## config.mk

```make
export PLATFORM = sky130hd
export DESIGN_NAME = ppt_slot_ctrl
export DESIGN_NICKNAME = d
export VERILOG_FILES = /design/src/rtl/ppt_pkg.sv /design/src/rtl/ppt_slot_ctrl.sv
export VERILOG_INCLUDE_DIRS = /design/src /design/src/rtl
export SDC_FILE = /design/constraint.sdc
export NUM_CORES = 1
export LEC_CHECK = 0
export BUFFER_PORTS_ARGS = -buffer_cell sky130_fd_sc_hd__buf_2
export CAP_MARGIN = 20
export CORE_MARGIN = 5
export CORE_UTILIZATION = 50
export DETAILED_ROUTE_END_ITERATION = 10
export PLACE_DENSITY_LB_ADDON = 0.12
export SETUP_SLACK_MARGIN = 0.02
export SYNTH_ARGS = -nofsm -noshare
export SYNTH_HDL_FRONTEND = slang
export SYNTH_SLANG_ARGS = --single-unit
```

## constraint.sdc

```tcl
create_clock -name i_clk -period 8.23 [get_ports i_clk]
set_input_delay 0.4115 -clock i_clk [delete_from_list [all_inputs] [get_ports i_clk]]
set_output_delay 0.4115 -clock i_clk [all_outputs]
set_load 0.005 [all_outputs]
```

## src/rtl/per_process_page_table_defines.svh

```systemverilog
// Assertion macros shared by the page table RTL.
// Define ASSERT_OFF to compile every check away.
`ifndef PER_PROCESS_PAGE_TABLE_DEFINES_SVH
`define PER_PROCESS_PAGE_TABLE_DEFINES_SVH

`ifndef ASSERT_OFF
// Clocked check that is switched off while reset is asserted.
`define PPT_ASSERT(label, clk, rst_n, prop, msg) \
    label: assert property (@(posedge clk) disable iff (!rst_n) prop) else $error(msg);
// Clocked check that also holds across reset.
`define PPT_ASSERT_RST(label, clk, prop, msg) \
    label: assert property (@(posedge clk) prop) else $error(msg);
`else
`define PPT_ASSERT(label, clk, rst_n, prop, msg)
`define PPT_ASSERT_RST(label, clk, prop, msg)
`endif

`endif

```

## src/rtl/ppt_pkg.sv

```systemverilog
`default_nettype none

package ppt_pkg;

    // Default sizing of the block.
    localparam int PPT_SLOTS      = 4;
    localparam int PPT_PAGES      = 1024;
    localparam int PPT_PAGE_SHIFT = 12;

    // Fixed field widths of the beats.
    localparam int PPT_WORD_W = 32;
    localparam int PPT_SLOT_W = 2;
    localparam int PPT_VA_W   = 22;

    typedef enum logic [1:0] {
        CMD_CREATE = 2'd0,
        CMD_KILL   = 2'd1,
        CMD_ALLOC  = 2'd2,
        CMD_XLATE  = 2'd3
    } t_cmd;

    typedef enum logic [2:0] {
        ST_OK       = 3'd0,
        ST_NO_SLOT  = 3'd1,
        ST_UNKNOWN  = 3'd2,
        ST_FULL     = 3'd3,
        ST_UNMAPPED = 3'd4
    } t_status;

    typedef enum logic [1:0] {
        S_IDLE,
        S_EXEC,
        S_DONE
    } t_state;

    // Request beat.
    typedef struct packed {
        t_cmd                  cmd;
        logic [PPT_WORD_W-1:0] proc_tag;
        logic [PPT_WORD_W-1:0] frame_in;
        logic [PPT_WORD_W-1:0] virt_addr;
    } t_req;

    // Response beat.
    typedef struct packed {
        t_status               status;
        logic [PPT_SLOT_W-1:0] slot;
        logic [PPT_VA_W-1:0]   virt_addr_out;
        logic [PPT_WORD_W-1:0] frame_out;
    } t_rsp;

    // Outcome of one command as decided by the slot controller.
    typedef struct packed {
        t_status               status;
        logic [PPT_SLOT_W-1:0] slot;
        logic [PPT_VA_W-1:0]   va_out;
        logic                  mem_we;
        logic                  mem_re;
    } t_slot_res;

endpackage

`default_nettype wire

```

## src/rtl/ppt_slot_ctrl.sv

```systemverilog
`default_nettype none

`include "per_process_page_table_defines.svh"

module ppt_slot_ctrl
    import ppt_pkg::*;
#(
    parameter int SLOTS      = PPT_SLOTS,
    parameter int PAGES      = PPT_PAGES,
    parameter int PAGE_SHIFT = PPT_PAGE_SHIFT,
    localparam int SW        = (SLOTS > 1) ? $clog2(SLOTS) : 1,
    localparam int PW        = $clog2(PAGES),
    localparam int AW        = SW + PW
) (
    input  wire logic    i_clk,
    input  wire logic    i_rst_n,
    input  wire logic    i_exec,
    input  wire t_req    i_req,
    output t_slot_res    o_res,
    output logic [AW-1:0] o_addr
);

    localparam int CW = $clog2(PAGES + 1);

    // Slot table. Entries of a slot are always filled from page zero upward
    // and only emptied all at once, so a fill count stands in for valid bits.
    logic                  r_busy  [SLOTS];
    logic [PPT_WORD_W-1:0] r_owner [SLOTS];
    logic [CW-1:0]         r_fill  [SLOTS];

    logic                  match_hit;
    logic [SW-1:0]         match_sel;
    logic                  free_hit;
    logic [SW-1:0]         free_sel;
    logic [CW-1:0]         fill_sel;
    logic                  table_full;
    logic [PPT_WORD_W-1:0] page;
    logic                  page_mapped;
    logic [PPT_WORD_W-1:0] va_full;
    t_slot_res             res;

    // Lowest busy slot owned by the tag and lowest free slot.
    always_comb begin
        match_hit = 1'b0;
        match_sel = '0;
        free_hit  = 1'b0;
        free_sel  = '0;
        for (int s = SLOTS - 1; s >= 0; s--) begin
            if (r_busy[s] && r_owner[s] == i_req.proc_tag) begin
                match_hit = 1'b1;
                match_sel = SW'(s);
            end
            if (!r_busy[s]) begin
                free_hit = 1'b1;
                free_sel = SW'(s);
            end
        end
        // The reserved tag never matches.
        if (i_req.proc_tag == '0) begin
            match_hit = 1'b0;
        end
    end

    // Page checks against the matched slot's fill count.
    always_comb begin
        fill_sel    = r_fill[match_sel];
        table_full  = (fill_sel == CW'(PAGES));
        page        = i_req.virt_addr >> PAGE_SHIFT;
        page_mapped = (page < PPT_WORD_W'(PAGES)) && (CW'(page[PW-1:0]) < fill_sel);
        va_full     = PPT_WORD_W'(fill_sel) << PAGE_SHIFT;
    end

    // Command decision.
    always_comb begin
        res.status = ST_OK;
        res.slot   = '0;
        res.va_out = '0;
        res.mem_we = 1'b0;
        res.mem_re = 1'b0;
        o_addr     = {match_sel, page[PW-1:0]};
        unique case (i_req.cmd)
            CMD_CREATE: begin
                if (i_req.proc_tag == '0) begin
                    res.status = ST_UNKNOWN;
                end else if (free_hit) begin
                    res.slot = PPT_SLOT_W'(free_sel);
                end else begin
                    res.status = ST_NO_SLOT;
                end
            end
            CMD_KILL, CMD_ALLOC, CMD_XLATE: begin
                if (!match_hit) begin
                    res.status = ST_UNKNOWN;
                end else begin
                    res.slot = PPT_SLOT_W'(match_sel);
                    if (i_req.cmd == CMD_ALLOC) begin
                        o_addr = {match_sel, fill_sel[PW-1:0]};
                        if (table_full) begin
                            res.status = ST_FULL;
                        end else begin
                            res.mem_we = 1'b1;
                            res.va_out = va_full[PPT_VA_W-1:0];
                        end
                    end else if (i_req.cmd == CMD_XLATE) begin
                        if (page_mapped) begin
                            res.mem_re = 1'b1;
                        end else begin
                            res.status = ST_UNMAPPED;
                        end
                    end
                end
            end
            default: begin
                res.status = ST_UNKNOWN;
            end
        endcase
    end

    assign o_res = res;

    // Slot table update, once per command.
    always_ff @(posedge i_clk) begin
        if (!i_rst_n) begin
            for (int s = 0; s < SLOTS; s++) begin
                r_busy[s]  <= 1'b0;
                r_owner[s] <= '0;
                r_fill[s]  <= '0;
            end
        end else if (i_exec) begin
            if (i_req.cmd == CMD_CREATE && i_req.proc_tag != '0 && free_hit) begin
                r_busy[free_sel]  <= 1'b1;
                r_owner[free_sel] <= i_req.proc_tag;
            end
            if (i_req.cmd == CMD_KILL && match_hit) begin
                r_busy[match_sel]  <= 1'b0;
                r_owner[match_sel] <= '0;
                r_fill[match_sel]  <= '0;
            end
            if (res.mem_we) begin
                r_fill[match_sel] <= fill_sel + CW'(1);
            end
        end
    end

    // A mapped translate needs a table that holds at least one page.
    `PPT_ASSERT(a_read_nonempty, i_clk, i_rst_n, (i_exec && o_res.mem_re) |-> (fill_sel != '0), "translate read from an empty table")
    // A command never both stores and reads a frame.
    `PPT_ASSERT(a_we_re_excl, i_clk, i_rst_n, !(o_res.mem_we && o_res.mem_re), "frame store written and read by one command")

    // No fill count passes the table size.
    for (genvar g = 0; g < SLOTS; g++) begin : g_fill_chk
        `PPT_ASSERT(a_fill_bound, i_clk, i_rst_n, r_fill[g] <= CW'(PAGES), "fill count above table size")
    end

endmodule

`default_nettype wire
```

==> impl_metrics.env, run 1 <==
export IMPL_run_status="finished, final reports clean"
export IMPL_antenna_found_initial=0
export IMPL_maxSlewHeadroom_pct=31.02
export IMPL_rsz0062_at_grt="false"
export IMPL_fmax_mhz=187.5
export IMPL_setup_tns_ps=0
export IMPL_path_class="reg2reg"
export IMPL_clk_pin_slew_worst_paths_ps=60
export IMPL_post_dp_hpwl_mm=18.99
export IMPL_r2r_setup_slack_ps=2900
export IMPL_fill_cells=1745
export IMPL_avgRoutedWirePerCell_um=21.23
export IMPL_mostFrequentLayoutCells="edfxtp_1, and2_1, buf_2, xor2_1, nor2_1"
export IMPL_ys_flop_type="edfxtp_1"
export IMPL_avgSynthCellArea_sq_um=11.17
export IMPL_arrival_ps=5490
export IMPL_dieArea_sq_um=23270
export IMPL_cp_required_ps=8380
export IMPL_worstPathMaxFanout=11
export IMPL_min_period_ps=5335
export IMPL_cts_setup_buffers=0
export IMPL_hold_path_class="in2reg"
export IMPL_clk_latency_ps=420
export IMPL_hold_viol_final=0
export IMPL_synth_edf_count=173
export IMPL_grt_pass1_vias=6868
export IMPL_min_from="i_rst_n"
export IMPL_cts_tree="yes"
export IMPL_critPathLaunchType="flip-flop"
export IMPL_antenna_cells=0
export IMPL_portBuffers=85
export IMPL_leakage_nw=4.177
export IMPL_grt_max_degree=37
export IMPL_drive_gt1_share_pct=16.91
export IMPL_fin_util_pct=56.24
export IMPL_grt_use_total_pct=22.61
export IMPL_syn_to_final_growth_pct=11.32
export IMPL_cts_root_buf="clkbuf_16"
export IMPL_post_route_period_util_pct=64.82
export IMPL_r2r_start="r_owner[3][21]$_DFFE_PP_"
export IMPL_totalWireLength_mm=26.45
export IMPL_place_area_sq_um=10700
export IMPL_via_per_inst=5.766
export IMPL_drt_iter0_markers=583
export IMPL_syn_inst=909
export IMPL_startpoint="r_owner[3][21]$_DFFE_PP_"
export IMPL_syn_area_sq_um=10160
export IMPL_cts_buffer_depth=2
export IMPL_hold_buffers=0
export IMPL_nets=1075
export IMPL_final_common_cell="edfxtp_1"
export IMPL_via_count=7185
export IMPL_clock_sinks=176
export IMPL_worstMarginPinSlew_ps=1031
export IMPL_grt_pass1_wl_mm=40.77
export IMPL_multiInputGateArea_sq_um=4523
export IMPL_cap_violations=0
export IMPL_finalSetupViolations=0
export IMPL_htree_num_levels=4
export IMPL_seq_area_frac_synth_pct=51.74
export IMPL_ys_seq_elements=176
export IMPL_core_area_sq_um=20100
export IMPL_cts_resized=0
export IMPL_stdcell_area_sq_um=11310
export IMPL_ys_warn_count=0
export IMPL_ant_nets=0
export IMPL_vdd_ir_drop_max_mv=0.1358
export IMPL_synth_async_reset_ratio_pct=0
export IMPL_cts_buffers=17
export IMPL_die_w_um=152.5
export IMPL_synthDistinctLibCells=75
export IMPL_slew_violations=0
export IMPL_final_seq_area_sq_um=5255
export IMPL_fin_worst_skew_ps=12.77
export IMPL_gp_congestion=0.8872
export IMPL_power_density_nw_per_um2=180.8
export IMPL_overflow=0
export IMPL_cp_end_kind="flip-flop"
export IMPL_dr_pass1_iters=5
export IMPL_rows=52
export IMPL_drc=0
export IMPL_start_util_pct=50.52
export IMPL_die_h_um=152.5
export IMPL_ios=142
-- final timing paths --
| check | endpoint | cells after the start |
|---|---|---|
| worst max register to register | r_fill[0][1]$_SDFFCE_PN0P_ | 15 |
| worst max-delay path | r_fill[0][1]$_SDFFCE_PN0P_ | 15 |
| worst min-delay path | r_owner[0][3]$_SDFFCE_PN0P_ | 2 |
| worst min register to register | r_busy[0]$_DFF_P_ | 2 |
-- cells by family after synthesis --
group,count (synthesis),share of synthesized area [%]
other cells,1,0.03692
mux,8,0.9485
compound gates,84,7.096
fa+ha+maj,11,1.355
flops,176,51.74
buf+inv,95,4.533
xor+xnor,138,11.90
simple gates,396,22.39
-- critical path, stage by stage (launching register included) --
cell,delay (ps)
edfxtp_1,380
xnor2_1,230
nand4_1,140
nor4_1,590
nand4_1,630
a211oi_2,430
inv_1,130
nor2_1,100
nor2_1,50
o21ai_0,580
ha_1,280
nand4_1,150
o311ai_2,550
buf_4,260
nand2b_1,460
nor2_1,90
-- report_power, final --
| part | internal [W] | leakage (nW) | switching [W] |
|---|---|---|---|
| clock network | 0.000450 | 0.273 | 0.000343 |
| logic | 0.0000718 | 2.11 | 0.000135 |
| registers | 0.00103 | 1.80 | 0.0000197 |
-- layout make-up --
type                    count  share of cell area (%)
repair buffers             97                   4.736
inverters                  22                  0.7303
flip-flops and latches    176                   46.48
multi-input cells         649                   40.00
clock inverters            12                   1.206
well taps                 270                   2.988
clock buffers              20                   3.862
-- state kept, by name, summed over array words and instances (netlist names) --
signal	flops
r_fill	44
r_owner	128
r_busy	4
-- layer usage --
metal  vias to the layer above  GRT usage (%)  wire length (um)
met5                         -              0                 0
li1                       3347              -                 -
met1                      3596          32.75             12230
met2                       206          35.80             12390
met4                         0          6.025               601
met3                        36          3.550              1230
-- synth_stat cells, drive strengths merged (5+ instances only) --
master / count / area [sq um]
edfxtp: 173 / 5195
nand4: 35 / 219.0
and2: 128 / 804.5
o21ai: 21 / 105.1
a21o: 13 / 97.59
and3: 5 / 36.28
nand3: 18 / 90.09
nor3: 16 / 80.08
nand2b: 5 / 31.28
or4: 11 / 90.08
ha: 11 / 137.6
nor4b: 5 / 50.04
or2: 7 / 43.79
inv: 22 / 82.58
clkbuf: 44 / 165.2
o311a: 5 / 50.05
xor2: 75 / 656.9
buf: 29 / 212.7
nand2: 36 / 135.1
nand4b: 8 / 70.07
nor2: 71 / 266.5
a22oi: 5 / 66.32
mux2i: 8 / 96.34
nor4: 45 / 309.0
xnor2: 63 / 551.8
-- through the flow --
stage | cells | hold slack [ps] | power (W) | worst slack (ps)
finish | 1246 | 456.0 | 0.002045 | 2895
global route | 1246 | 452.2 | 0.002119 | 2486
CTS | 1244 | 436.5 | 0.002056 | 2926
detailed placement | 1212 | 534.0 | 0.001269 | 2646
global placement | 1212 | 524.3 | 0.001266 | 2698
floorplan | 920 | 488.2 | 0.001201 | 2752
Power figures use the tool's default switching activity.
==> run 2, diff against run 1 <==
--- a/config.mk
+++ b/config.mk
@@ -6,6 +6,7 @@
 export SDC_FILE = /design/constraint.sdc
 export NUM_CORES = 1
 export LEC_CHECK = 0
+export ABC_AREA = 1
 export BUFFER_PORTS_ARGS = -buffer_cell sky130_fd_sc_hd__buf_2
 export CAP_MARGIN = 20
 export CORE_MARGIN = 5
==> constraint.sdc (replaced) <==
create_clock -name i_clk -period 5.45 [get_ports i_clk]
set_input_delay 0.2725 -clock i_clk [delete_from_list [all_inputs] [get_ports i_clk]]
set_output_delay 0.2725 -clock i_clk [all_outputs]
set_load 0.005 [all_outputs]
==> impl_metrics.env, run 2 <==
export IMPL_hold_path_class="in2reg"
export IMPL_drive_gt1_share_pct=14.42
export IMPL_setup_tns_ps=0
export IMPL_post_route_period_util_pct=85.95
export IMPL_worstMarginPinSlew_ps=664.0
export IMPL_maxSlewHeadroom_pct=55.59
export IMPL_gp_congestion=0.9791
export IMPL_clk_pin_slew_worst_paths_ps=80
export IMPL_syn_to_final_growth_pct=10.03
export IMPL_yosys_top_cells_count="nand2_1, nor2_1, edfxtp_1"
export IMPL_worstPathMaxFanout=18
export IMPL_vdd_ir_drop_max_mv=0.1867
export IMPL_cts_buffer_depth=2
export IMPL_power_density_nw_per_um2=258.6
export IMPL_fmax_mhz=213.5
export IMPL_yosys_top_cells_area="edfxtp_1, nand2_1, nor2_1"
export IMPL_drt_iter0_markers=920
export IMPL_critPathLaunchType="flip-flop"
export IMPL_grt_pass1_vias=9518
export IMPL_clock_sinks=176
export IMPL_syn_inst=1443
export IMPL_overflow=0
export IMPL_drc=0
export IMPL_cts_resized=0
export IMPL_ys_warn_count=0
export IMPL_cp_end_kind="output port"
export IMPL_synth_async_reset_ratio_pct=0
export IMPL_avgRoutedWirePerCell_um=19.60
export IMPL_cts_setup_buffers=0
export IMPL_rsz0062_at_grt="false"
export IMPL_dieArea_sq_um=25370
export IMPL_fin_worst_skew_ps=13.70
export IMPL_final_common_cell="nand2_1"
export IMPL_largest_register_ffs=128
export IMPL_ios=142
export IMPL_antenna_found_initial=0
export IMPL_cts_root_buf="clkbuf_16"
export IMPL_hold_viol_final=0
export IMPL_via_count=9799
export IMPL_grt_use_total_pct=27.54
export IMPL_leakage_nw=5.768
export IMPL_clk_latency_ps=450
export IMPL_cap_violations=0
export IMPL_avgSynthCellArea_sq_um=7.723
export IMPL_htree_num_levels=4
export IMPL_cp_required_ps=5180
export IMPL_slew_violations=0
export IMPL_top_regs="r_owner (128), r_fill (44), r_busy (4)"
export IMPL_ys_seq_elements=176
export IMPL_yosys_area_top_type="edfxtp_1"
export IMPL_stdcell_area_sq_um=12260
export IMPL_hold_ws_ps=294.5
export IMPL_nets=1625
export IMPL_synth_top_cell_area_share_pct=46.62
export IMPL_rows=54
export IMPL_hold_buffers=0
export IMPL_dr_pass1_iters=6
export IMPL_die_h_um=159.3
export IMPL_post_dp_hpwl_mm=27.31
export IMPL_die_w_um=159.3
export IMPL_start_util_pct=50.91
export IMPL_portBuffers=85
export IMPL_arrival_ps=4410
export IMPL_cts_tree="yes"
export IMPL_run_status="finished, final reports clean"
export IMPL_synth_most_common_cell="nand2_1"
export IMPL_mostFrequentLayoutCells="nand2_1, nor2_1, edfxtp_1, inv_1, buf_2"
export IMPL_synthDistinctLibCells=46
export IMPL_fill_cells=2091
export IMPL_p_total_w=0.003171
export IMPL_antenna_cells=0
export IMPL_via_per_inst=5.426
export IMPL_ys_flop_type="edfxtp_1"
export IMPL_grt_max_degree=35
export IMPL_cts_buffers=17
export IMPL_seq_area_frac_synth_pct=47.15
export IMPL_min_period_ps=4684
export IMPL_place_area_sq_um=11710
export IMPL_largest_register="r_owner"
export IMPL_grt_pass1_wl_mm=54.05
export IMPL_synth_edf_count=173
export IMPL_finalSetupViolations=0
export IMPL_ant_nets=0
export IMPL_totalWireLength_mm=35.40
export IMPL_syn_area_sq_um=11140
export IMPL_core_area_sq_um=21890
export IMPL_path_class="reg2out"
-- run 2: kinds of logic (layout without fill, tap and decap cells) --
group | count (synthesis) | in the layout | share of synthesized area (%)
AND/OR/NAND/NOR | 902 | 902 | 35.78
buffers and inverters | 260 | 332 | 10.19
flip-flops | 176 | 176 | 47.15
AO/OA/AOI/OAI | 62 | 62 | 3.166
XOR/XNOR | 31 | 31 | 2.436
adder cells (fa/ha/maj) | 11 | 11 | 1.235
other | 1 | 12 | 0.03365
-- run 2: metrics by stage --
step                      util, %  worst slack (ps)  cells
after global placement      53.47             874.5   1774
after global routing        56.01             398.4   1806
after CTS                   56.01             733.0   1806
after detailed placement    53.47             804.9   1774
after floorplan                 -             624.1   1454
final                       56.01             765.7   1806
-- run 2: cell type report --
cell class	count	area (sq um)	share of cell area (%)
multi-input cells	1018	4823	39.34
well taps	280	350.3	2.857
flip-flops and latches	176	5255	42.86
clock inverters	15	131.4	1.071
inverters	204	768.2	6.265
repair buffers	96	508.0	4.143
clock buffers	17	425.4	3.469
-- run 2: worst paths after layout --
| path | endpoint | slack [ps] | depth (start not counted) | start |
|---|---|---|---|---|
| max | o_res[0] | 770 | 20 | r_owner[0][8]$_SDFFCE_PN0P_ |
| min | r_owner[3][11]$_DFFE_PP_ | 290 | 3 | i_req[75] |
| max reg2reg | r_fill[2][8]$_SDFFCE_PN0P_ | 960 | 18 | r_owner[0][8]$_SDFFCE_PN0P_ |
| min reg2reg | r_busy[2]$_DFF_P_ | 570 | 2 | r_busy[2]$_DFF_P_ |
-- run 2: worst max-delay path, cell delays in order (launching register included) --
cell,delay [ps]
edfxtp_1,380
xnor2_1,360
nand3_1,120
nor3_1,150
nand2_1,70
nor2_1,140
nand3_2,370
nand3_2,510
buf_4,250
nand3_1,130
nand2_4,120
inv_1,90
ha_1,280
nand2_1,60
inv_1,50
a221oi_1,270
inv_1,100
nand2_1,80
nand3_1,90
nor3_1,190
buf_2,150
-- run 2: metal layers --
| metal | part of all wire (%) | GRT usage (%) | up-vias | routed length, um |
|---|---|---|---|---|
| met5 | 0 | 0 | - | 0 |
| met4 | 4.3 | 12.80 | 0 | 1525 |
| met3 | 6.6 | 3.106 | 78 | 2337 |
| met2 | 50 | 47.72 | 412 | 17820 |
| met1 | 39 | 34.53 | 4552 | 13720 |
| li1 | - | - | 4757 | - |
-- run 2: where the power goes --
group | leakage [nW] | internal, W | switching [W] | total [W]
clock | 0.266 | 0.000601 | 0.000594 | 0.00120
combinational | 3.71 | 0.000114 | 0.000287 | 0.000401
sequential | 1.79 | 0.00155 | 0.0000287 | 0.00158
==> run 3, diff against run 2 <==
--- a/config.mk
+++ b/config.mk
@@ -10,9 +10,9 @@
 export BUFFER_PORTS_ARGS = -buffer_cell sky130_fd_sc_hd__buf_2
 export CAP_MARGIN = 20
 export CORE_MARGIN = 5
-export CORE_UTILIZATION = 50
+export CORE_UTILIZATION = 27
 export DETAILED_ROUTE_END_ITERATION = 10
-export PLACE_DENSITY_LB_ADDON = 0.12
+export PLACE_DENSITY_LB_ADDON = 0.05
 export SETUP_SLACK_MARGIN = 0.02
 export SYNTH_ARGS = -nofsm -noshare
 export SYNTH_HDL_FRONTEND = slang
==> impl_metrics.env, run 3 (synthesis results as in run 2) <==
export IMPL_avgRoutedWirePerCell_um=20.66
export IMPL_largest_register_ffs=128
export IMPL_core_area_sq_um=40830
export IMPL_worstPathMaxFanout=20
export IMPL_setup_tns_ps=0
export IMPL_grt_max_degree=34
export IMPL_dr_pass1_iters=5
export IMPL_worstMarginPinSlew_ps=894.0
export IMPL_path_class="reg2out"
export IMPL_post_route_period_util_pct=89.42
export IMPL_min_period_ps=4874
export IMPL_largest_register="r_owner"
export IMPL_htree_num_levels=4
export IMPL_cts_buffer_depth=2
export IMPL_rows=74
export IMPL_hold_path_class="in2reg"
export IMPL_via_per_inst=4.654
export IMPL_dieArea_sq_um=45440
export IMPL_hold_ws_ps=288.7
export IMPL_clock_sinks=176
export IMPL_overflow=0
export IMPL_die_w_um=213.2
export IMPL_fin_worst_skew_ps=13.39
export IMPL_critPathLaunchType="flip-flop"
export IMPL_drt_iter0_markers=724
export IMPL_post_dp_hpwl_mm=33.77
export IMPL_totalWireLength_mm=42.81
export IMPL_cts_buffers=17
export IMPL_fin_util_pct=31.22
export IMPL_cts_root_buf="clkbuf_16"
export IMPL_antenna_found_initial=0
export IMPL_maxSlewHeadroom_pct=40.33
export IMPL_vdd_ir_drop_max_mv=0.2106
export IMPL_run_status="finished, final reports clean"
export IMPL_gp_congestion=0.9186
export IMPL_grt_pass1_vias=9401
export IMPL_syn_to_final_growth_pct=14.37
export IMPL_fill_cells=4402
export IMPL_cp_required_ps=5180
export IMPL_top_regs="r_owner (128), r_fill (44), r_busy (4)"
export IMPL_rsz0062_at_grt="false"
export IMPL_antenna_cells=0
export IMPL_via_count=9643
export IMPL_drive_gt1_share_pct=15.45
export IMPL_portBuffers=85
export IMPL_final_common_cell="nand2_1"
export IMPL_slew_violations=0
export IMPL_ios=142
export IMPL_cts_tree="yes"
export IMPL_cts_setup_buffers=0
export IMPL_die_h_um=213.2
export IMPL_power_density_nw_per_um2=262.1
export IMPL_finalSetupViolations=0
export IMPL_clk_pin_slew_worst_paths_ps=80
export IMPL_leakage_nw=5.862
export IMPL_clk_latency_ps=450
export IMPL_cts_resized=0
export IMPL_grt_pass1_wl_mm=61.49
export IMPL_hold_buffers=0
export IMPL_ant_nets=0
export IMPL_drc=0
export IMPL_nets=1639
export IMPL_cap_violations=0
export IMPL_cp_end_kind="output port"
export IMPL_fmax_mhz=205.2
export IMPL_start_util_pct=27.29
export IMPL_mostFrequentLayoutCells="nand2_1, nor2_1, edfxtp_1, inv_1, buf_2"
export IMPL_arrival_ps=4600
export IMPL_hold_viol_final=0
export IMPL_grt_use_total_pct=18.75
## run 3: critical path, stage by stage, from the launching register on
cell      delay, ps
edfxtp_1        380
xnor2_1         400
nand3_1         130
nor3_1          200
nand2_1         130
nor2_1          120
nand3_2         410
nand2_4         400
buf_4           310
nand2_1          80
nand3_1         120
nand2_4          90
inv_1           160
ha_1            250
nand2_1          60
inv_1            50
a221oi_1        250
inv_1            80
nand2_1          70
nand3_1         100
nor3_1          180
buf_2           140
## run 3: layout make-up
class / instances / area, sq um / share of cell area [%]
clock buffers: 17 / 425.4 / 3.338
inverters: 204 / 768.2 / 6.027
multi-input cells: 1018 / 4838 / 37.96
clock inverters: 15 / 180.2 / 1.414
flip-flops and latches: 176 / 5255 / 41.23
well taps: 532 / 665.6 / 5.222
repair buffers: 110 / 613.1 / 4.810
## run 3: per-stage QoR
step / setup slack, ps / cell area [sq um] / power, W / instances
2_1_floorplan: 624.1 / 11190 / 0.001851 / 1454
3_3_place_gp: 861.3 / 12140 / 0.002044 / 2040
3_5_place_dp: 853.6 / 12140 / 0.002042 / 2040
4_1_cts: 524.6 / 12750 / 0.003370 / 2072
5_1_grt: 101.1 / 12750 / 0.003471 / 2072
6_report: 576.5 / 12750 / 0.003341 / 2072
## run 3: where the power goes
group          switching (W)  total, W  internal (W)
Clock               0.000605   0.00133      0.000728
Combinational       0.000313  0.000432      0.000119
Sequential         0.0000295   0.00158       0.00155
Total               0.000948   0.00334       0.00239
## run 3: final timing paths
check                                                    end  slack [ps]                         from  depth (start not counted)
worst max-delay path                                o_res[0]         580  r_owner[0][8]$_SDFFCE_PN0P_                         21
worst min register to register             r_busy[2]$_DFF_P_         570            r_busy[2]$_DFF_P_                          2
worst max register to register    r_fill[1][8]$_SDFFCE_PN0P_        1050  r_owner[0][8]$_SDFFCE_PN0P_                         20
worst min-delay path            r_owner[1][13]$_SDFFCE_PN0P_         290                    i_req[77]                          3
## run 3: per-layer routing
layer  global-route usage [%]  up-vias  wire (um)
li1                         -     4781          -
met1                    25.73     4603      19860
met2                    30.32      197      19840
met3                    2.733       62       1750
met4                    6.623        0       1351
met5                        0        -          0
